--- config.mk ---
export PLATFORM = sky130hd
export DESIGN_NAME = stable_sorted_priority_queue
export DESIGN_NICKNAME = d
export VERILOG_FILES = /design/src/rtl/spq_pkg.sv /design/src/rtl/stable_sorted_priority_queue.sv /design/src/rtl/spq_cell.sv /design/src/rtl/spq_scan.sv
export SDC_FILE = /design/constraint.sdc
export NUM_CORES = 1
export LEC_CHECK = 0
export BUFFER_PORTS_ARGS = -buffer_cell sky130_fd_sc_hd__buf_4
export CORE_ASPECT_RATIO = 0.9
export CORE_UTILIZATION = 35
export DETAILED_ROUTE_END_ITERATION = 10
export GPL_TIMING_DRIVEN = 0
export PLACE_DENSITY = 0.52
export SETUP_SLACK_MARGIN = 0.02
export SKIP_LAST_GASP = 1
export SLEW_MARGIN = 15
export SYNTH_ARGS = -nofsm -noshare
export SYNTH_HDL_FRONTEND = slang
export SYNTH_HIERARCHICAL = 1
export SYNTH_SLANG_ARGS = --single-unit
--- constraint.sdc ---
create_clock -name clk -period 9.7 [get_ports clk]
set_input_delay 0.485 -clock clk [delete_from_list [all_inputs] [get_ports clk]]
set_output_delay 0.485 -clock clk [all_outputs]
set_load 0.02 [all_outputs]
--- src/rtl/spq_pkg.sv ---
// spq_pkg: beat types, command and status codes for the stable sorted priority queue
// no dependencies; used by every module under rtl
package spq_pkg;

  // command codes
  localparam logic [1:0] CMD_INSERT = 2'd0;
  localparam logic [1:0] CMD_POP    = 2'd1;
  localparam logic [1:0] CMD_PEEK   = 2'd2;
  localparam logic [1:0] CMD_FIND   = 2'd3;

  // status codes
  localparam logic [1:0] ST_OK        = 2'd0;
  localparam logic [1:0] ST_EMPTY     = 2'd1;
  localparam logic [1:0] ST_FULL      = 2'd2;
  localparam logic [1:0] ST_NOT_FOUND = 2'd3;

  // match vector is scanned this many bits per cycle
  localparam int unsigned SCAN_W = 8;

  typedef struct packed {
    logic [1:0]  command;
    logic [15:0] ticket_id;
    logic [7:0]  priority_req;
  } in_beat_t;

  typedef struct packed {
    logic [1:0]  status;
    logic [15:0] head_id;
    logic [7:0]  head_priority;
    logic [3:0]  position;
    logic [4:0]  entry_count;
  } out_beat_t;

  // per-cycle control shared by all cells
  typedef struct packed {
    logic ins;
    logic pop;
  } cell_ctl_t;

  // find scanner status toward the top level
  typedef struct packed {
    logic busy;
    logic done;
    logic found;
  } scan_stat_t;

endpackage

--- src/rtl/stable_sorted_priority_queue.sv ---
// Stable sorted priority queue: a row of DEPTH cells kept in ascending priority order,
// equal priorities in arrival order. On insert every cell compares the new priority with
// its own and shifts or loads in the same cycle, and pop shifts every cell toward the head.
// Find registers the per-cell id matches and then scans them eight cells per cycle; no new
// beat is taken until the scan ends. A two-deep result buffer lets a new beat in while a
// result still waits. No clearing pass after reset.
// depends on spq_pkg, spq_cell, spq_scan
module stable_sorted_priority_queue #(
  parameter int unsigned DEPTH         = 16,
  parameter int unsigned ID_BITS       = 16,
  parameter int unsigned PRIORITY_BITS = 8
) (
  input  logic                clk,
  input  logic                rst_n,
  input  logic                in_valid,
  output logic                in_ready,
  input  spq_pkg::in_beat_t   in_data,
  output logic                out_valid,
  input  logic                out_ready,
  output spq_pkg::out_beat_t  out_data
);

  localparam int unsigned CW     = $clog2(DEPTH + 1);
  localparam int unsigned NCHUNK = (DEPTH + spq_pkg::SCAN_W - 1) / spq_pkg::SCAN_W;
  localparam int unsigned KW     = (NCHUNK > 1) ? $clog2(NCHUNK) : 1;
  localparam int unsigned PW     = KW + $clog2(spq_pkg::SCAN_W);

  logic [CW-1:0]               count_r;
  logic [CW-1:0]               count_nxt;
  logic                        in_acc;
  logic                        full;
  logic                        empty;
  spq_pkg::cell_ctl_t          ctl;
  logic [ID_BITS+15:0]         id_ext;
  logic [PRIORITY_BITS+7:0]    pri_ext;
  logic [ID_BITS-1:0]          key_id;
  logic [PRIORITY_BITS-1:0]    key_pri;
  logic [ID_BITS-1:0]          cid  [DEPTH];
  logic [PRIORITY_BITS-1:0]    cpri [DEPTH];
  logic [DEPTH-1:0]            here;
  logic [DEPTH-1:0]            match;
  logic [DEPTH-1:0]            occ;
  spq_pkg::scan_stat_t         scan;
  logic [PW-1:0]               scan_pos;
  logic                        scan_start;
  logic [PW+3:0]               pos_ext;
  logic [CW+4:0]               cnt_ext;
  logic [CW+4:0]               cnt_now_ext;
  logic [ID_BITS+15:0]         hid_ext;
  logic [PRIORITY_BITS+7:0]    hpri_ext;
  logic                        res_vld;
  spq_pkg::out_beat_t          res;
  logic                        out_valid_r;
  logic                        skid_valid_r;
  spq_pkg::out_beat_t          out_r;
  spq_pkg::out_beat_t          skid_r;
  logic                        out_take;

  // input handshake: one item in flight inside, room in the result buffer
  assign in_ready   = !scan.busy && !skid_valid_r;
  assign in_acc     = in_valid && in_ready;
  assign full       = (count_r == CW'(DEPTH));
  assign empty      = (count_r == '0);

  // keep the low ID_BITS / PRIORITY_BITS of the request fields
  assign id_ext     = {{ID_BITS{1'b0}}, in_data.ticket_id};
  assign pri_ext    = {{PRIORITY_BITS{1'b0}}, in_data.priority_req};
  assign key_id     = id_ext[ID_BITS-1:0];
  assign key_pri    = pri_ext[PRIORITY_BITS-1:0];

  assign ctl.ins    = in_acc && (in_data.command == spq_pkg::CMD_INSERT) && !full;
  assign ctl.pop    = in_acc && (in_data.command == spq_pkg::CMD_POP) && !empty;
  assign scan_start = in_acc && (in_data.command == spq_pkg::CMD_FIND);

  // chain of cells
  for (genvar g = 0; g < DEPTH; g++) begin : g_cell
    logic                     l_here;
    logic [ID_BITS-1:0]       l_id;
    logic [PRIORITY_BITS-1:0] l_pri;
    logic [ID_BITS-1:0]       r_id;
    logic [PRIORITY_BITS-1:0] r_pri;

    assign occ[g] = (CW'(g) < count_r);

    if (g == 0) begin : g_head
      assign l_here = 1'b0;
      assign l_id   = key_id;
      assign l_pri  = key_pri;
    end else begin : g_body
      assign l_here = here[g-1];
      assign l_id   = cid[g-1];
      assign l_pri  = cpri[g-1];
    end

    if (g == DEPTH - 1) begin : g_tail
      assign r_id  = cid[g];
      assign r_pri = cpri[g];
    end else begin : g_mid
      assign r_id  = cid[g+1];
      assign r_pri = cpri[g+1];
    end

    spq_cell #(
      .ID_BITS      (ID_BITS),
      .PRIORITY_BITS(PRIORITY_BITS)
    ) u_cell (
      .clk      (clk),
      .ctl      (ctl),
      .occ      (occ[g]),
      .key_id   (key_id),
      .key_pri  (key_pri),
      .left_here(l_here),
      .left_id  (l_id),
      .left_pri (l_pri),
      .right_id (r_id),
      .right_pri(r_pri),
      .here     (here[g]),
      .match    (match[g]),
      .id_q     (cid[g]),
      .pri_q    (cpri[g])
    );
  end

  // find scanner
  spq_scan #(
    .DEPTH(DEPTH)
  ) u_scan (
    .clk    (clk),
    .rst_n  (rst_n),
    .start  (scan_start),
    .hits_in(match),
    .stat   (scan),
    .pos    (scan_pos)
  );

  // occupancy
  always_comb begin
    count_nxt = count_r;
    if (ctl.ins) begin
      count_nxt = count_r + CW'(1);
    end else if (ctl.pop) begin
      count_nxt = count_r - CW'(1);
    end
  end

  always_ff @(posedge clk) begin
    if (!rst_n) begin
      count_r <= '0;
    end else begin
      count_r <= count_nxt;
    end
  end

  // result fields, masked to their port widths
  assign pos_ext     = {4'b0, scan_pos};
  assign cnt_ext     = {5'b0, count_nxt};
  assign cnt_now_ext = {5'b0, count_r};
  assign hid_ext     = {16'b0, cid[0]};
  assign hpri_ext    = {8'b0, cpri[0]};

  always_comb begin
    res               = '0;
    res_vld           = 1'b0;
    res.entry_count   = cnt_ext[4:0];
    if (scan.done) begin
      res_vld         = 1'b1;
      res.entry_count = cnt_now_ext[4:0];
      if (scan.found) begin
        res.status   = spq_pkg::ST_OK;
        res.position = pos_ext[3:0];
      end else begin
        res.status   = spq_pkg::ST_NOT_FOUND;
      end
    end else if (in_acc) begin
      unique case (in_data.command)
        spq_pkg::CMD_INSERT: begin
          res_vld    = 1'b1;
          res.status = full ? spq_pkg::ST_FULL : spq_pkg::ST_OK;
        end
        spq_pkg::CMD_POP, spq_pkg::CMD_PEEK: begin
          res_vld = 1'b1;
          if (empty) begin
            res.status = spq_pkg::ST_EMPTY;
          end else begin
            res.status        = spq_pkg::ST_OK;
            res.head_id       = hid_ext[15:0];
            res.head_priority = hpri_ext[7:0];
          end
        end
        spq_pkg::CMD_FIND: begin
          res_vld = 1'b0;
        end
        default: begin
          res_vld = 1'b0;
        end
      endcase
    end
  end

  // two-deep result buffer: output register plus skid slot
  assign out_take  = out_valid_r && out_ready;
  assign out_valid = out_valid_r;
  assign out_data  = out_r;

  always_ff @(posedge clk) begin
    if (!rst_n) begin
      out_valid_r  <= 1'b0;
      skid_valid_r <= 1'b0;
    end else if (skid_valid_r) begin
      if (out_take) begin
        skid_valid_r <= 1'b0;
      end
    end else if (res_vld) begin
      if (out_valid_r && !out_ready) begin
        skid_valid_r <= 1'b1;
      end else begin
        out_valid_r <= 1'b1;
      end
    end else if (out_take) begin
      out_valid_r <= 1'b0;
    end
  end

  always_ff @(posedge clk) begin
    if (skid_valid_r) begin
      if (out_take) begin
        out_r <= skid_r;
      end
    end else if (res_vld) begin
      if (out_valid_r && !out_ready) begin
        skid_r <= res;
      end else begin
        out_r <= res;
      end
    end
  end

`ifndef SYNTHESIS
  // occupancy never passes the number of cells
  a_count_range: assert property (@(posedge clk) disable iff (!rst_n)
    count_r <= CW'(DEPTH))
    else $error("occupancy above depth");

  // the skid slot only fills behind a held output beat
  a_skid_behind_out: assert property (@(posedge clk) disable iff (!rst_n)
    skid_valid_r |-> out_valid_r)
    else $error("skid slot valid with empty output register");

  // no new beat is taken while a find scan runs
  a_no_accept_in_scan: assert property (@(posedge clk) disable iff (!rst_n)
    scan.busy |-> !in_ready)
    else $error("input accepted during find scan");

  // a result never arrives while the skid slot is occupied
  a_no_result_overrun: assert property (@(posedge clk) disable iff (!rst_n)
    skid_valid_r |-> !res_vld)
    else $error("result produced with full result buffer");
`endif

endmodule

--- src/rtl/spq_cell.sv ---
// spq_cell: one slot of the sorted chain, holds an id and a priority
// depends on spq_pkg (cell_ctl_t)
module spq_cell #(
  parameter int unsigned ID_BITS       = 16,
  parameter int unsigned PRIORITY_BITS = 8
) (
  input  logic                     clk,
  input  spq_pkg::cell_ctl_t       ctl,
  input  logic                     occ,
  input  logic [ID_BITS-1:0]       key_id,
  input  logic [PRIORITY_BITS-1:0] key_pri,
  input  logic                     left_here,
  input  logic [ID_BITS-1:0]       left_id,
  input  logic [PRIORITY_BITS-1:0] left_pri,
  input  logic [ID_BITS-1:0]       right_id,
  input  logic [PRIORITY_BITS-1:0] right_pri,
  output logic                     here,
  output logic                     match,
  output logic [ID_BITS-1:0]       id_q,
  output logic [PRIORITY_BITS-1:0] pri_q
);

  logic [ID_BITS-1:0]       id_r;
  logic [PRIORITY_BITS-1:0] pri_r;
  logic [ID_BITS-1:0]       id_nxt;
  logic [PRIORITY_BITS-1:0] pri_nxt;

  // new entry lands at or before this slot: slot is free or holds a later priority
  assign here  = !occ || (pri_r > key_pri);
  assign match = occ && (id_r == key_id);
  assign id_q  = id_r;
  assign pri_q = pri_r;

  // shift toward the tail on insert, toward the head on pop
  always_comb begin
    id_nxt  = id_r;
    pri_nxt = pri_r;
    if (ctl.ins) begin
      if (left_here) begin
        id_nxt  = left_id;
        pri_nxt = left_pri;
      end else if (here) begin
        id_nxt  = key_id;
        pri_nxt = key_pri;
      end
    end else if (ctl.pop) begin
      id_nxt  = right_id;
      pri_nxt = right_pri;
    end
  end

  always_ff @(posedge clk) begin
    id_r  <= id_nxt;
    pri_r <= pri_nxt;
  end

endmodule

--- src/rtl/spq_scan.sv ---
// spq_scan: first-match search over the registered match vector, SCAN_W bits per cycle
// depends on spq_pkg (SCAN_W, scan_stat_t)
module spq_scan #(
  parameter int unsigned DEPTH = 16
) (
  input  logic                clk,
  input  logic                rst_n,
  input  logic                start,
  input  logic [DEPTH-1:0]    hits_in,
  output spq_pkg::scan_stat_t stat,
  output logic [((((DEPTH + spq_pkg::SCAN_W - 1) / spq_pkg::SCAN_W) > 1) ?
                 $clog2((DEPTH + spq_pkg::SCAN_W - 1) / spq_pkg::SCAN_W) : 1) +
                $clog2(spq_pkg::SCAN_W) - 1:0] pos
);

  localparam int unsigned NCHUNK = (DEPTH + spq_pkg::SCAN_W - 1) / spq_pkg::SCAN_W;
  localparam int unsigned KW     = (NCHUNK > 1) ? $clog2(NCHUNK) : 1;
  localparam int unsigned BW     = $clog2(spq_pkg::SCAN_W);
  localparam int unsigned PADW   = NCHUNK * spq_pkg::SCAN_W;

  logic [PADW-1:0]           hits_r;
  logic [KW-1:0]             chunk_r;
  logic                      busy_r;
  logic [spq_pkg::SCAN_W-1:0] slice;
  logic [BW-1:0]             bit_idx;
  logic                      any_hit;
  logic                      last_chunk;
  logic [PADW-1:0]           hits_pad;

  assign hits_pad   = PADW'(hits_in);
  assign slice      = hits_r[chunk_r * spq_pkg::SCAN_W +: spq_pkg::SCAN_W];
  assign any_hit    = |slice;
  assign last_chunk = (chunk_r == KW'(NCHUNK - 1));

  // lowest set bit of the current slice
  always_comb begin
    bit_idx = '0;
    for (int i = spq_pkg::SCAN_W - 1; i >= 0; i--) begin
      if (slice[i]) begin
        bit_idx = BW'(i);
      end
    end
  end

  assign stat.busy  = busy_r;
  assign stat.done  = busy_r && (any_hit || last_chunk);
  assign stat.found = any_hit;
  assign pos        = {chunk_r, bit_idx};

  // load on start, walk one slice per cycle until a hit or the end
  always_ff @(posedge clk) begin
    if (!rst_n) begin
      busy_r  <= 1'b0;
      chunk_r <= '0;
    end else if (start) begin
      busy_r  <= 1'b1;
      chunk_r <= '0;
    end else if (busy_r) begin
      if (any_hit || last_chunk) begin
        busy_r <= 1'b0;
      end else begin
        chunk_r <= chunk_r + KW'(1);
      end
    end
  end

  always_ff @(posedge clk) begin
    if (start) begin
      hits_r <= hits_pad;
    end
  end

endmodule
; ---- Yosys cells after proc, flatten, opt, wreduce, memory -nomap -nowiden
; Cells that the tools add are included.
; Widths: inputs -> output; s select.
[totals]
register_bits = 479
latchBits = 0
ram_bits = 0
rom_bits = 0
in_bits = 30
out_inout_bits = 37
wordCells = 379
mem_count = 0
[op_classes]
add_sub_neg = 3
n_mul = 0
div_mod_pow = 0
n_lt_le_gt_ge = 32
n_eq_ne = 38
n_shift = 1
muxes = 160
bitwise_logic = 3
n_reduce_logical = 94
[ops]
columns = cell, n
row1 = $mux 16, 61
row2 = $mux 8, 61
row3 = $eq 16x16->1, 16
row4 = $mux 35, 4
row5 = $gt 8x8->1, 16
row6 = $mux 24, 3
row7 = $ne 3x1->1 const B, 14
row8 = $lt 4x5->1 const A, 8
row9 = $reduce_and 2->1, 17
row10 = $logic_and 1x1->1, 26
row11 = $mux 26, 1
row12 = $mux 3, 8
row13 = $logic_not 1->1, 21
row14 = $lt 3x5->1 const A, 4
row15 = $logic_or 1x1->1, 17
row16 = $shiftx 16x5->8, 1
row17 = $mux 1, 13
row18 = $lt 1x5->1 const A, 2
row19 = $lt 2x5->1 const A, 2
row20 = $mux 5, 2
row21 = $mux 9, 1
row22 = $reduce_and 3->1, 3
row23 = $reduce_bool 2->1, 4
row24 = $reduce_or 8->1, 1
row25 = 17 further kinds, 25

; ---- Logic depth before layout (Yosys ltp)
; Gate-level depths: netlist of the first run.
[depth]
depth_word = 14
depth_mapped = 11
mapped_depth_nobuf = 9

; ---- Cells and area by module
; Netlist of the first run, hierarchy kept.
[by_module_without_submodules]
columns = mod, n_inst, cells_per_inst, area_each_um2
row1 = spq_cell, 16, 159, 1620.3
row2 = stable_sorted_priority_queue, 1, 286, 3643.5
row3 = spq_scan, 1, 63, 793.3

; ---- Least setup slack after synthesis of the first run
; No wires, ideal clock.
[synth_path]
path_kind = reg2reg
from = register count_r[1]
to = register g_cell[0].u_cell.id_r[0] (enable)
setup_time_ns = 0.420
arrival_time_ns = 6.313
required_time_ns = 9.280
path_slack_ns = 2.967
stages_incl_launch_ff = 9
path_buffers = 2
period_less_slack_ns = 6.733
path_cell_list = dfxtp_1 clkbuf_1 inv_1 ha_1 nor4bb_1 nor3_1 buf_2 o2bb2ai_1 a31oi_1
[synth_rtl]
columns = element, line
row1 = "start, declared", stable_sorted_priority_queue.sv:28  ; logic [CW-1:0] count_r;
row2 = "start signal, assigned", stable_sorted_priority_queue.sv:150  ; count_r <= count_nxt;
row3 = "end signal, assigned", spq_cell.sv:53  ; id_r <= id_nxt;
row4 = "end, declared", spq_cell.sv:23  ; logic [ID_BITS-1:0] id_r;

; ---- Final worst setup path of the first run
[layout_path]
from = register count_r[2]
to = register g_cell[11].u_cell.id_r[7] (enable)
[layout_between]
elab_chain_len = 5
word_cells_on_any_way = 15
[layout_rtl]
columns = element, line
row1 = $lt 4x5->1, stable_sorted_priority_queue.sv:83  ; assign occ[g] = (CW'(g) < count_r);
row2 = via occ[10], stable_sorted_priority_queue.sv:42  ; logic [DEPTH-1:0] occ;
row3 = $logic_not 1->1, spq_cell.sv:29  ; assign here = !occ || (pri_r > key_pri);
row4 = $logic_or 1x1->1, spq_cell.sv:29
row5 = via g_cell[11].l_here, stable_sorted_priority_queue.sv:77  ; logic l_here;
row6 = $ne 3x1->1 (no line), n/a
row7 = $reduce_and 2->1 (no line), n/a
row8 = "end signal, assigned", spq_cell.sv:53
row9 = "end, declared", spq_cell.sv:23
; The timed path passes the listed nets, and every way through them passes these cells.
; A chain may end at the register's enable or synchronous reset.

==> metrics.md, run 1 <==
| Metric | Value |
|---|---|
| First-pass GRT wire length | `145000 um` |
| Relative slew slack | `26.8%` |
| DRT Pass-1 Iters | `7` |
| CTS tree | `built` |
| Ratio of cells with drive above 1 in the final layout | `10.2%` |
| Mapped Cells | `2892` |
| Signed area change from the synthesized netlist to the final layout | `14.6%` |
| Vias per cell | `5.47` |
| Worst reg2reg endpoint | `g_cell[11].u_cell/id_q[7]$_DFFE_PP_` |
| Final HPWL DP | `71300 um` |
| Placeable core region | `86000 um^2` |
| Number of hold buffers added after CTS | `0` |
| CTS Root Cell | `clkbuf_16` |
| Class of the worst hold path | `in2reg` |
| Chain of cells forming the critical path | `clkbuf_1, buf_1, a21oi_1, o21ai_0, nor4b_1, a21oi_1, buf_2, nor2b_1, o2bb2ai_1, a31oi_4, buf_16` |
| Clk buf depth | `3` |
| Remaining routing DRC violations | `0` |
| Post-CTS setup repair buffer count | `0` |
| Most common cell on crit path | `a21oi_1` |
| Total vias in the final route | `23100` |
| Total grt overflow | `0` |
| Synthesized Nets | `3057` |
| Die outline width | `312 um` |
| Transition time at the pin with the least slew margin | `1.09 ns` |
| Total design power | `5.50 mW` |
| Max_cap viols | `0` |
| Number of rows in the core area | `102` |
| Routed met1 length | `45900 um` |
| Data arrival time at the worst-slack endpoint | `4.60 ns` |
| Clock slew at the register clock pins of the worst setup and hold paths | `0.06 ns` |
| IO Port Bufs | `66` |
| Unrepaired setup endpoints after global routing | `false` |
| Worst path required time | `10.10 ns` |
| Flop2flop setup slack | `5.50 ns` |
| Per-cell routed wire length | `22.8 um` |
| Die Area | `87900 um^2` |
| Via count of the first global-routing pass | `23500` |
| # resized after CTS | `0` |
| Final cycle utilization of the critical path | `43.3%` |
| Max Clock Skew | `0.0318 ns` |
| Number of endpoints failing setup at the final stage | `0` |
| Number of ports placed on the die boundary | `67` |
| Worst hold margin | `0.134 ns` |
| Last element of the critical path | `g_cell[11].u_cell/id_q[7]$_DFFE_PP_` |
| Die Y | `281 um` |
| Weighted congestion at the end of routability-driven global placement | `0.884` |
| Total GRT Usage | `21.6%` |
| Maximum ir drop on the vdd rail | `0.143 mV` |
| Ratio of total power to cell area | `158 nW/um^2` |
| Number of antenna violations at the first check in global routing | `2` |
| Number of nets still failing antenna checks after routing | `0` |
| Final Hold Vio Count | `0` |
| Routed length on met2 | `40600 um` |
| Met3 WL post-DR | `7540 um` |
| Highest metal used | `met4` |
| Worst path max stage delay | `0.86 ns` |
| Initial Util | `35.3%` |
| Launch point of the worst reg-to-reg path | `count_r[2]$_SDFF_PN0_` |
| Largest net degree at the start of global routing | `36` |
| Final Slew Violations | `0` |
| Status | `completed` |
| Worst path slowest cell | `o21ai_0` |
| Mean cell area of the mapped netlist | `10.5 um^2` |
| Iteration-0 DRC count of the detailed router | `2029` |
| CTS Sinks | `479` |
| Post-route minimum period | `4.20 ns` |
| Worst-skew pair later-pin latency | `0.65 ns` |
| Final layout net count | `3200` |
| Element type at the critical path start | `flip-flop` |
| Number of cells on the worst reg-to-reg path | `11` |
| Endpoint class of the critical path | `flip-flop` |
| Highest attainable clock frequency | `238 MHz` |
| Final-layout fill cell count | `8319` |
| TritonCTS buffer count | `57` |
| Critical Setup Path Class | `reg2reg` |
| Lkg Pwr | `15.0 nW` |
| Launch point of the critical path | `count_r[2]$_SDFF_PN0_` |
| Critical path fanouts, max | `20` |
| Warning count from the yosys run | `6` |
| H-tree levels | `2` |
| Wire length after detailed routing | `96400 um` |
| Post-synth design cell area | `30400 um^2` |
-- flip-flops by register name, summed over array words and instances, names as in the netlist --
register and flops:
count_r 5, g_cell.u_cell/id_q 256, g_cell.u_cell/pri_q 128, out_data 35, out_valid 1, skid_r 35, skid_valid_r 1, u_scan/busy_r 1
u_scan/chunk_r 1, u_scan/hits_r 16
-- layer usage --
metal / vias up / GRT usage (%)
li1: 10700 / -
met3: 141 / 4.21
met5: - / 0
met4: 0 / 6.28
met2: 884 / 31.9
met1: 11300 / 31.8
-- stage by stage --
step	area [um^2]	setup WS [ns]	util [%]	cells	setup TNS (ns)
floorplan	30400	2.97	-	2892	0
global placement	32300	-2.66	37.5	4102	-1101.12
detailed placement	32900	5.61	38.2	4120	0
CTS	34800	5.58	40.4	4225	0
global route	34800	5.32	40.4	4225	0
finish	34800	5.50	40.4	4226	0
-- where the power goes --
group | internal [mW] | switching (mW)
clock | 1.27 | 0.919
sequential | 2.41 | 0.101
combinational | 0.296 | 0.499
-- final cells by class --
class / instances / area, um^2 / area share, %
antenna: 1 / 2.50 / 0.00720
buffer: 149 / 769 / 2.21
clock buffer: 67 / 1460 / 4.21
clock inverter: 38 / 434 / 1.25
inverter: 159 / 597 / 1.72
multi-input combinational: 2105 / 15000 / 43.0
sequential: 479 / 14300 / 41.1
tap: 1144 / 1430 / 4.12
timing repair buffer: 84 / 835 / 2.40
-- worst max-delay path: cells and delay by family (launching register included) --
family,cells,cell delay (ns)
compound gates,5,1.41
buf+inv,4,1.29
flops,1,0.34
simple gates,2,0.88
-- layout by cell type (no fill, tap or decap), drive strengths merged, types with 4 or more instances in the layout --
| cell type | count |
|---|---|
| nand3 | 24 |
| a22oi | 4 |
| clkinv | 29 |
| mux2 | 6 |
| a21oi | 446 |
| ha | 135 |
| and2 | 25 |
| and3 | 6 |
| nand2 | 57 |
| nor4b | 17 |
| buf | 175 |
| nor2 | 420 |
| xnor2 | 194 |
| nor3 | 25 |
| clkbuf | 125 |
| nand4 | 65 |
| a31oi | 19 |
| nor4 | 32 |
| a211oi | 16 |
| dfxtp | 9 |
| edfxtp | 470 |
| inv | 158 |
| mux2i | 387 |
| xor2 | 65 |
| nand2b | 18 |
| o2bb2ai | 16 |
| nor2b | 36 |
| bufinv | 7 |
| o21ai | 35 |
| a21o | 25 |
-- worst min-delay path by stage --
stage	depth (start not counted)	end	from
3_3_place_gp	2	u_scan/chunk_r$_SDFFE_PP0P_	u_scan/busy_r$_SDFF_PN0_
5_1_grt	3	u_scan/busy_r$_SDFF_PN0_	rst_n
3_5_place_dp	1	out_data[17]$_DFFE_PP_	skid_r[17]$_DFFE_PP_
6_report	3	u_scan/busy_r$_SDFF_PN0_	rst_n
4_1_cts	3	u_scan/busy_r$_SDFF_PN0_	rst_n
2_1_floorplan	2	u_scan/chunk_r$_SDFFE_PP0P_	u_scan/busy_r$_SDFF_PN0_
Power figures use the tool's default switching activity.
==> inputs of run 2 (changes only) <==
--- a/config.mk
+++ b/config.mk
@@ -10,7 +10,7 @@
 export CORE_UTILIZATION = 35
 export DETAILED_ROUTE_END_ITERATION = 10
 export GPL_TIMING_DRIVEN = 0
-export PLACE_DENSITY = 0.52
+export PLACE_DENSITY = 0.53
 export SETUP_SLACK_MARGIN = 0.02
 export SKIP_LAST_GASP = 1
 export SLEW_MARGIN = 15
==> constraint.sdc (replaced) <==
create_clock -name clk -period 3.7 [get_ports clk]
set_input_delay 0.185 -clock clk [delete_from_list [all_inputs] [get_ports clk]]
set_output_delay 0.185 -clock clk [all_outputs]
set_load 0.02 [all_outputs]
==> metrics.md, run 2 (synthesis results as in run 1) <==
| Metric | Value |
|---|---|
| Final Hold Vio Count | `0 (unchanged)` |
| First-pass GRT wire length | `145000 um (+0.17%)` |
| Worst-skew pair later-pin latency | `0.64 ns (about the same)` |
| Per-cell routed wire length | `22.9 um (+0.45%)` |
| H-tree levels | `2 (unchanged)` |
| Share of total power in combinational logic | `14.6% (about the same)` |
| Relative slew slack | `36.6% (+9.8 points)` |
| Vias per cell | `5.53 (+1.0%)` |
| Antenna diode instance count | `0 (-1)` |
| IO Port Bufs | `66 (unchanged)` |
| CTS Sinks | `479 (unchanged)` |
| Class of the worst hold path | `in2reg` |
| Worst path required time | `4.08 ns (-6.02 ns)` |
| Weighted congestion at the end of routability-driven global placement | `0.870 (-1.6%)` |
| Status | `finished with violations` |
| Ratio of total power to cell area | `411 nW/um^2 (+160%)` |
| CTS Root Cell | `clkbuf_16` |
| Number of rows in the core area | `102 (unchanged)` |
| Clock slew at the register clock pins of the worst setup and hold paths | `0.06 ns (about the same)` |
| Signed area change from the synthesized netlist to the final layout | `15.2%` |
| Number of nets still failing antenna checks after routing | `0 (unchanged)` |
| Register share of total power | `45.8% (about the same)` |
| Placeable core region | `86000 um^2 (unchanged)` |
| Highest metal used | `met4` |
| TritonCTS buffer count | `57 (unchanged)` |
| Unrepaired setup endpoints after global routing | `true` |
| Commonest cells after routing, fill and taps aside | `edfxtp_1, a21oi_1, nor2_1` |
| Final Slew Violations | `0 (unchanged)` |
| Final layout net count | `3205 (+0.16%)` |
| Max Clock Skew | `0.0329 ns (+0.00108 ns)` |
| Total grt overflow | `0 (unchanged)` |
| Total Negative Setup Slacks | `-0.362 ns (-0.362 ns)` |
| Largest net degree at the start of global routing | `36 (unchanged)` |
| NetSw | `3.96 mW (+160%)` |
| Final cycle utilization of the critical path | `101% (+57 points)` |
| Endpoint with the worst hold slack | `skid_r[34]$_DFFE_PP_` |
| Data arrival time at the worst-slack endpoint | `4.10 ns (-0.50 ns)` |
| DRT Pass-1 Iters | `6 (-1)` |
| Routed met1 length | `45400 um (-1.2%)` |
| Worst reg2reg endpoint | `g_cell[7].u_cell/pri_q[3]$_DFFE_PP_` |
| Instance count along the most critical hold path | `3 (unchanged)` |
| Die Area | `87900 um^2 (unchanged)` |
| Clk buf depth | `3 (unchanged)` |
| Number of antenna violations at the first check in global routing | `0 (-2)` |
| Flop2flop setup slack | `-0.02 ns (-5.52 ns)` |
| Total GRT Usage | `21.5% (-0.13 points)` |
| Net switching share of the total power | `27.5% (-0.12 points)` |
| Hold Path Origin | `in_data[25]` |
| Number of endpoints failing setup at the final stage | `20 (+20)` |
| Routed length on met2 | `41500 um (+2.1%)` |
| Endpoint class of the critical path | `flip-flop` |
| Internal power summed over all cells | `10.4 mW (+160%)` |
| Worst slack at placement | `-0.376 ns (-5.99 ns)` |
| Violated checks | `setup timing` |
| Die Y | `281 um (unchanged)` |
| Maximum ir drop on the vdd rail | `0.375 mV (+160%)` |
| Post-DP Area | `32700 um^2 (-0.61%)` |
| Via count of the first global-routing pass | `23500 (-0.085%)` |
| CTS tree | `built` |
| Met3 WL post-DR | `7800 um (+3.6%)` |
| Part of the total power dissipated in the clock network | `39.5% (-0.3 points)` |
| Lkg Pwr | `15.1 nW (+0.18%)` |
| Critical path fanouts, max | `11 (-45%)` |
| Commonest non-fill, non-tap cell in the layout | `edfxtp_1` |
| Final HPWL DP | `70600 um (-1.0%)` |
| Die outline width | `312 um (unchanged)` |
| Highest attainable clock frequency | `269 MHz (+13%)` |
| Finished layout cell area | `35000 um^2 (+0.54%)` |
| Wire length after detailed routing | `96900 um (+0.52%)` |
| Remaining routing DRC violations | `0 (unchanged)` |
| Initial Util | `35.3% (unchanged)` |
| Iteration-0 DRC count of the detailed router | `2158 (+6.4%)` |
| Transition time at the pin with the least slew margin | `0.942 ns (-0.146 ns)` |
| Number of cells on the worst reg-to-reg path | `11 (unchanged)` |
| Ratio of cells with drive above 1 in the final layout | `10.9% (+0.73 points)` |
| Max_cap viols | `0 (unchanged)` |
| Setup slack after layout | `-0.0238 ns (-5.52 ns)` |
| Worst hold margin | `0.150 ns (+0.0160 ns)` |
| Number of ports placed on the die boundary | `67 (unchanged)` |
| Launch point of the worst reg-to-reg path | `count_r[2]$_SDFF_PN0_` |
| Critical Setup Path Class | `reg2reg` |
| Element type at the critical path start | `flip-flop` |
| Total vias in the final route | `23400 (+1.1%)` |
| Number of flip-flops under the largest register name | `256 (unchanged)` |
| Post-route minimum period | `3.72 ns (-0.476 ns)` |
[run 2: cell count changes in the layout (fill, tap and decap cells not counted), sizes merged]
cell	delta
inv	+3
clkinvlp	-2
dlygate4sd3	+2
a31oi	+6
clkbuf	-1
buf	-3
clkinv	-1
diode	-1
[run 2: stage by stage]
step | cells | power, mW | utilization [%]
final | 4229 | 14.4 | 40.6
after floorplan | 2892 | 7.90 | -
after global routing | 4229 | 14.9 | 40.6
after global placement | 4102 | 8.65 | 37.8
after detailed placement | 4109 | 8.72 | 38.0
after CTS | 4216 | 14.4 | 40.2
[run 2: what timing repair did]
| item | 4_1_cts | 5_1_grt |
|---|---|---|
| gates cloned | 1 | 5 |
| endpoints found under the setup margin | 240 | 284 |
| gates resized for setup | 10 | 22 |
| hold buffers | 2 | 0 |
| setup buffers | 0 | 8 |
| hold endpoints to repair | 4 | 0 |
[run 2: metal layers]
layer / up-vias / global-route usage [%]
li1: 10800 / -
met1: 11500 / 31.5
met2: 956 / 32.6
met3: 129 / 3.59
met4: 0 / 5.59
met5: - / 0
[run 2: worst max-delay path, stage by stage (launching register included)]
cell,delay [ns]
dfxtp_1,0.34
clkbuf_1,0.36
buf_2,0.35
nand3_1,0.11
nand2_1,0.25
nor4b_2,0.64
a21oi_1,0.16
buf_2,0.23
nor2b_2,0.35
o2bb2ai_1,0.36
a31oi_4,0.09
buf_12,0.22
[run 2: power by group through the flow]
stage               clock [mW]  sequential, mW  combinational, mW
global route              5.99            6.61               2.29
global placement             0            6.69               1.95
CTS                       5.79            6.59               2.04
floorplan                    0            6.63               1.27
detailed placement           0            6.70               2.02
finish                    5.68            6.59               2.10
[run 2: final cells by class]
cell class,count,area [um^2]
clock buffers,66,1460
fillers,8348,51100
plain buffers,149,773
well taps,1144,1430
clock inverters,38,408
multi-input cells,2111,15200
flip-flops and latches,479,14300
inverters,159,597
repair buffers,83,782
[run 2: worst max-delay path by stage]
stage | from | endpoint | slack, ns | cells after the start
after floorplan | count_r[0]$_SDFF_PN0_ | g_cell[0].u_cell/id_q[0]$_DFFE_PP_ | 0.05 | 8
after global placement | count_r[1]$_SDFF_PN0_ | g_cell[5].u_cell/id_q[11]$_DFFE_PP_ | -2.08 | 8
after detailed placement | count_r[2]$_SDFF_PN0_ | g_cell[11].u_cell/id_q[7]$_DFFE_PP_ | -0.38 | 10
after CTS | count_r[3]$_SDFF_PN0_ | g_cell[9].u_cell/id_q[11]$_DFFE_PP_ | -0.07 | 9
after global routing | count_r[2]$_SDFF_PN0_ | g_cell[7].u_cell/pri_q[3]$_DFFE_PP_ | -0.15 | 11
final | count_r[2]$_SDFF_PN0_ | g_cell[7].u_cell/pri_q[3]$_DFFE_PP_ | -0.02 | 11
==> inputs of run 3 (changes only) <==
--- a/config.mk
+++ b/config.mk
@@ -8,6 +8,7 @@
 export BUFFER_PORTS_ARGS = -buffer_cell sky130_fd_sc_hd__buf_4
 export CORE_ASPECT_RATIO = 0.9
 export CORE_UTILIZATION = 35
+export CTS_BUF_LIST = sky130_fd_sc_hd__clkbuf_8
 export DETAILED_ROUTE_END_ITERATION = 10
 export GPL_TIMING_DRIVEN = 0
 export PLACE_DENSITY = 0.53
==> metrics.md, run 3 (synthesis results as in run 1) <==
| Metric | Value |
|---|---|
| Number of flip-flops under the largest register name | `256 (unchanged)` |
| Per-cell routed wire length | `23.0 um (+0.30%)` |
| GR Util met2 | `33.2% (+0.63 points)` |
| Final Hold Vio Count | `0 (unchanged)` |
| Class of the worst hold path | `in2reg` |
| Number of endpoints failing setup at the final stage | `0 (-100%)` |
| CTS Sinks | `479 (unchanged)` |
| Die Y | `281 um (unchanged)` |
| DRT Pass-1 Iters | `5 (-1)` |
| Maximum ir drop on the vdd rail | `0.211 mV (-44%)` |
| Worst path required time | `4.01 ns (-0.07 ns)` |
| Final HPWL DP | `70600 um (unchanged)` |
| Placeable core region | `86000 um^2 (unchanged)` |
| Unrepaired setup endpoints after global routing | `true` |
| Lkg Pwr | `15.1 nW (+0.18%)` |
| Total vias in the final route | `23600 (+0.99%)` |
| Transition time at the pin with the least slew margin | `1.11 ns (+0.170 ns)` |
| Die outline width | `312 um (unchanged)` |
| Weighted congestion at the end of routability-driven global placement | `0.870 (unchanged)` |
| Wire length after detailed routing | `98500 um (+1.7%)` |
| Die Area | `87900 um^2 (unchanged)` |
| Total Negative Setup Slacks | `0 ns (+0.362 ns)` |
| Number of antenna violations at the first check in global routing | `2 (+2)` |
| Vias per cell | `5.50 (-0.38%)` |
| Max_cap viols | `0 (unchanged)` |
| Worst-skew pair later-pin latency | `0.72 ns (+0.08 ns)` |
| Highest attainable clock frequency | `271 MHz (+1.0%)` |
| Status | `completed` |
| Critical Setup Path Class | `reg2reg` |
| Worst hold margin | `0.0665 ns (-0.0831 ns)` |
| Clk buf depth | `3 (unchanged)` |
| Element type at the critical path start | `flip-flop` |
| Largest net degree at the start of global routing | `36 (unchanged)` |
| CTS tree | `built` |
| CTS Root Cell | `clkbuf_8` |
| Commonest non-fill, non-tap cell in the layout | `edfxtp_1` |
| Number of rows in the core area | `102 (unchanged)` |
| Final layout net count | `3239 (+1.1%)` |
| Critical path fanouts, max | `20 (+9)` |
| Endpoint class of the critical path | `flip-flop` |
| Post-route minimum period | `3.69 ns (-0.0382 ns)` |
| Total grt overflow | `0 (unchanged)` |
| Total GRT Usage | `21.9% (+0.39 points)` |
| Total design power | `13.5 mW (-6.4%)` |
| Final-layout fill cell count | `8391 (+0.52%)` |
| Relative slew slack | `25.1% (-11 points)` |
| First-pass GRT wire length | `147000 um (+1.2%)` |
| Initial Util | `35.3% (unchanged)` |
| Clock slew at the register clock pins of the worst setup and hold paths | `0.06 ns (about the same)` |
| Signed area change from the synthesized netlist to the final layout | `14.5%` |
| Number of nets still failing antenna checks after routing | `0 (unchanged)` |
| TritonCTS buffer count | `91 (+60%)` |
| Via count of the first global-routing pass | `23800 (+1.2%)` |
| GRT met3 Usage | `4.05% (+0.46 points)` |
| Max Clock Skew | `0.0449 ns (+0.0120 ns)` |
| Final Slew Violations | `0 (unchanged)` |
| Worst slack at placement | `-0.376 ns (unchanged)` |
| Iteration-0 DRC count of the detailed router | `2246 (+4.1%)` |
| Ratio of total power to cell area | `387 nW/um^2 (-5.8%)` |
| Ratio of cells with drive above 1 in the final layout | `12.1% (+1.2 points)` |
| Met1 track demand over resource | `31.8% (+0.38 points)` |
| Commonest cells after routing, fill and taps aside | `edfxtp_1, a21oi_1, nor2_1` |
| Setup slack after layout | `0.0144 ns (+0.0382 ns)` |
| IO Port Bufs | `66 (unchanged)` |
| Number of ports placed on the die boundary | `67 (unchanged)` |
| Remaining routing DRC violations | `0 (unchanged)` |
| H-tree levels | `3 (+1)` |
| Top Usage Layer GRT | `met2` |
| Data arrival time at the worst-slack endpoint | `4.00 ns (-0.10 ns)` |
| Final cycle utilization of the critical path | `99.6% (-1.0 points)` |
==> run 3: worst paths after layout <==
path / startpoint / slack [ns] / cells past startpoint / end
setup / recovery: count_r[0]$_SDFF_PN0_ / 0.01 / 10 / g_cell[5].u_cell/id_q[1]$_DFFE_PP_
hold / removal: in_data[25] / 0.07 / 3 / skid_r[34]$_DFFE_PP_
hold reg to reg: u_scan/busy_r$_SDFF_PN0_ / 0.52 / 2 / u_scan/chunk_r$_SDFFE_PP0P_
setup reg to reg: count_r[0]$_SDFF_PN0_ / 0.01 / 10 / g_cell[5].u_cell/id_q[1]$_DFFE_PP_
==> run 3: area by class of cell <==
cell class	count	area, um^2	share of cell area (%)
diodes	2	5.00	0.0144
repair buffers	80	734	2.11
plain buffers	149	773	2.23
flip-flops and latches	479	14300	41.1
inverters	159	597	1.72
well taps	1144	1430	4.12
clock inverters	66	315	0.907
clock buffers	94	1290	3.72
multi-input cells	2114	15300	44.0
==> run 3: repair_timing <==
item / in CTS / in global routing
hold endpoints to repair: 9 / 0
resized for setup: 12 / 28
setup endpoints to repair: 250 / 331
setup buffers: 0 / 5
hold buffers: 2 / 0
gates cloned: 4 / 5
==> run 3: power breakdown <==
part           internal [mW]  switching (mW)  total (mW)
Combinational          0.775            1.34        2.11
Clock                   2.36            2.39        4.75
Sequential              6.33           0.264        6.59
Total                   9.47            3.99        13.5
==> run 3: worst max-delay path: stages, from the launching register on <==
cell and delay, ns:
dfxtp_1 0.39, clkbuf_2 0.28, inv_1 0.15, ha_1 0.29, nor4bb_2 0.22, nor3_4 0.31, buf_8 0.20, buf_8 0.19
buf_2 0.25, o2bb2ai_1 0.18, a31oi_2 0.79
==> run 3: metrics by stage <==
| step | std cells | util [%] | area (um^2) |
|---|---|---|---|
| after CTS | 4275 | 40.0 | 34400 |
| after global placement | 4102 | 37.8 | 32500 |
| after floorplan | 2892 | - | 30600 |
| after detailed placement | 4109 | 38.0 | 32700 |
| after global routing | 4286 | 40.4 | 34700 |
| final | 4287 | 40.4 | 34700 |
==> run 3: routing by layer <==
| metal | vias to the layer above | share of wire, % |
|---|---|---|
| li1 | 10900 | - |
| met1 | 11600 | 47 |
| met2 | 1017 | 43 |
| met3 | 152 | 8.1 |
| met4 | 0 | 2.1 |
| met5 | - | 0 |
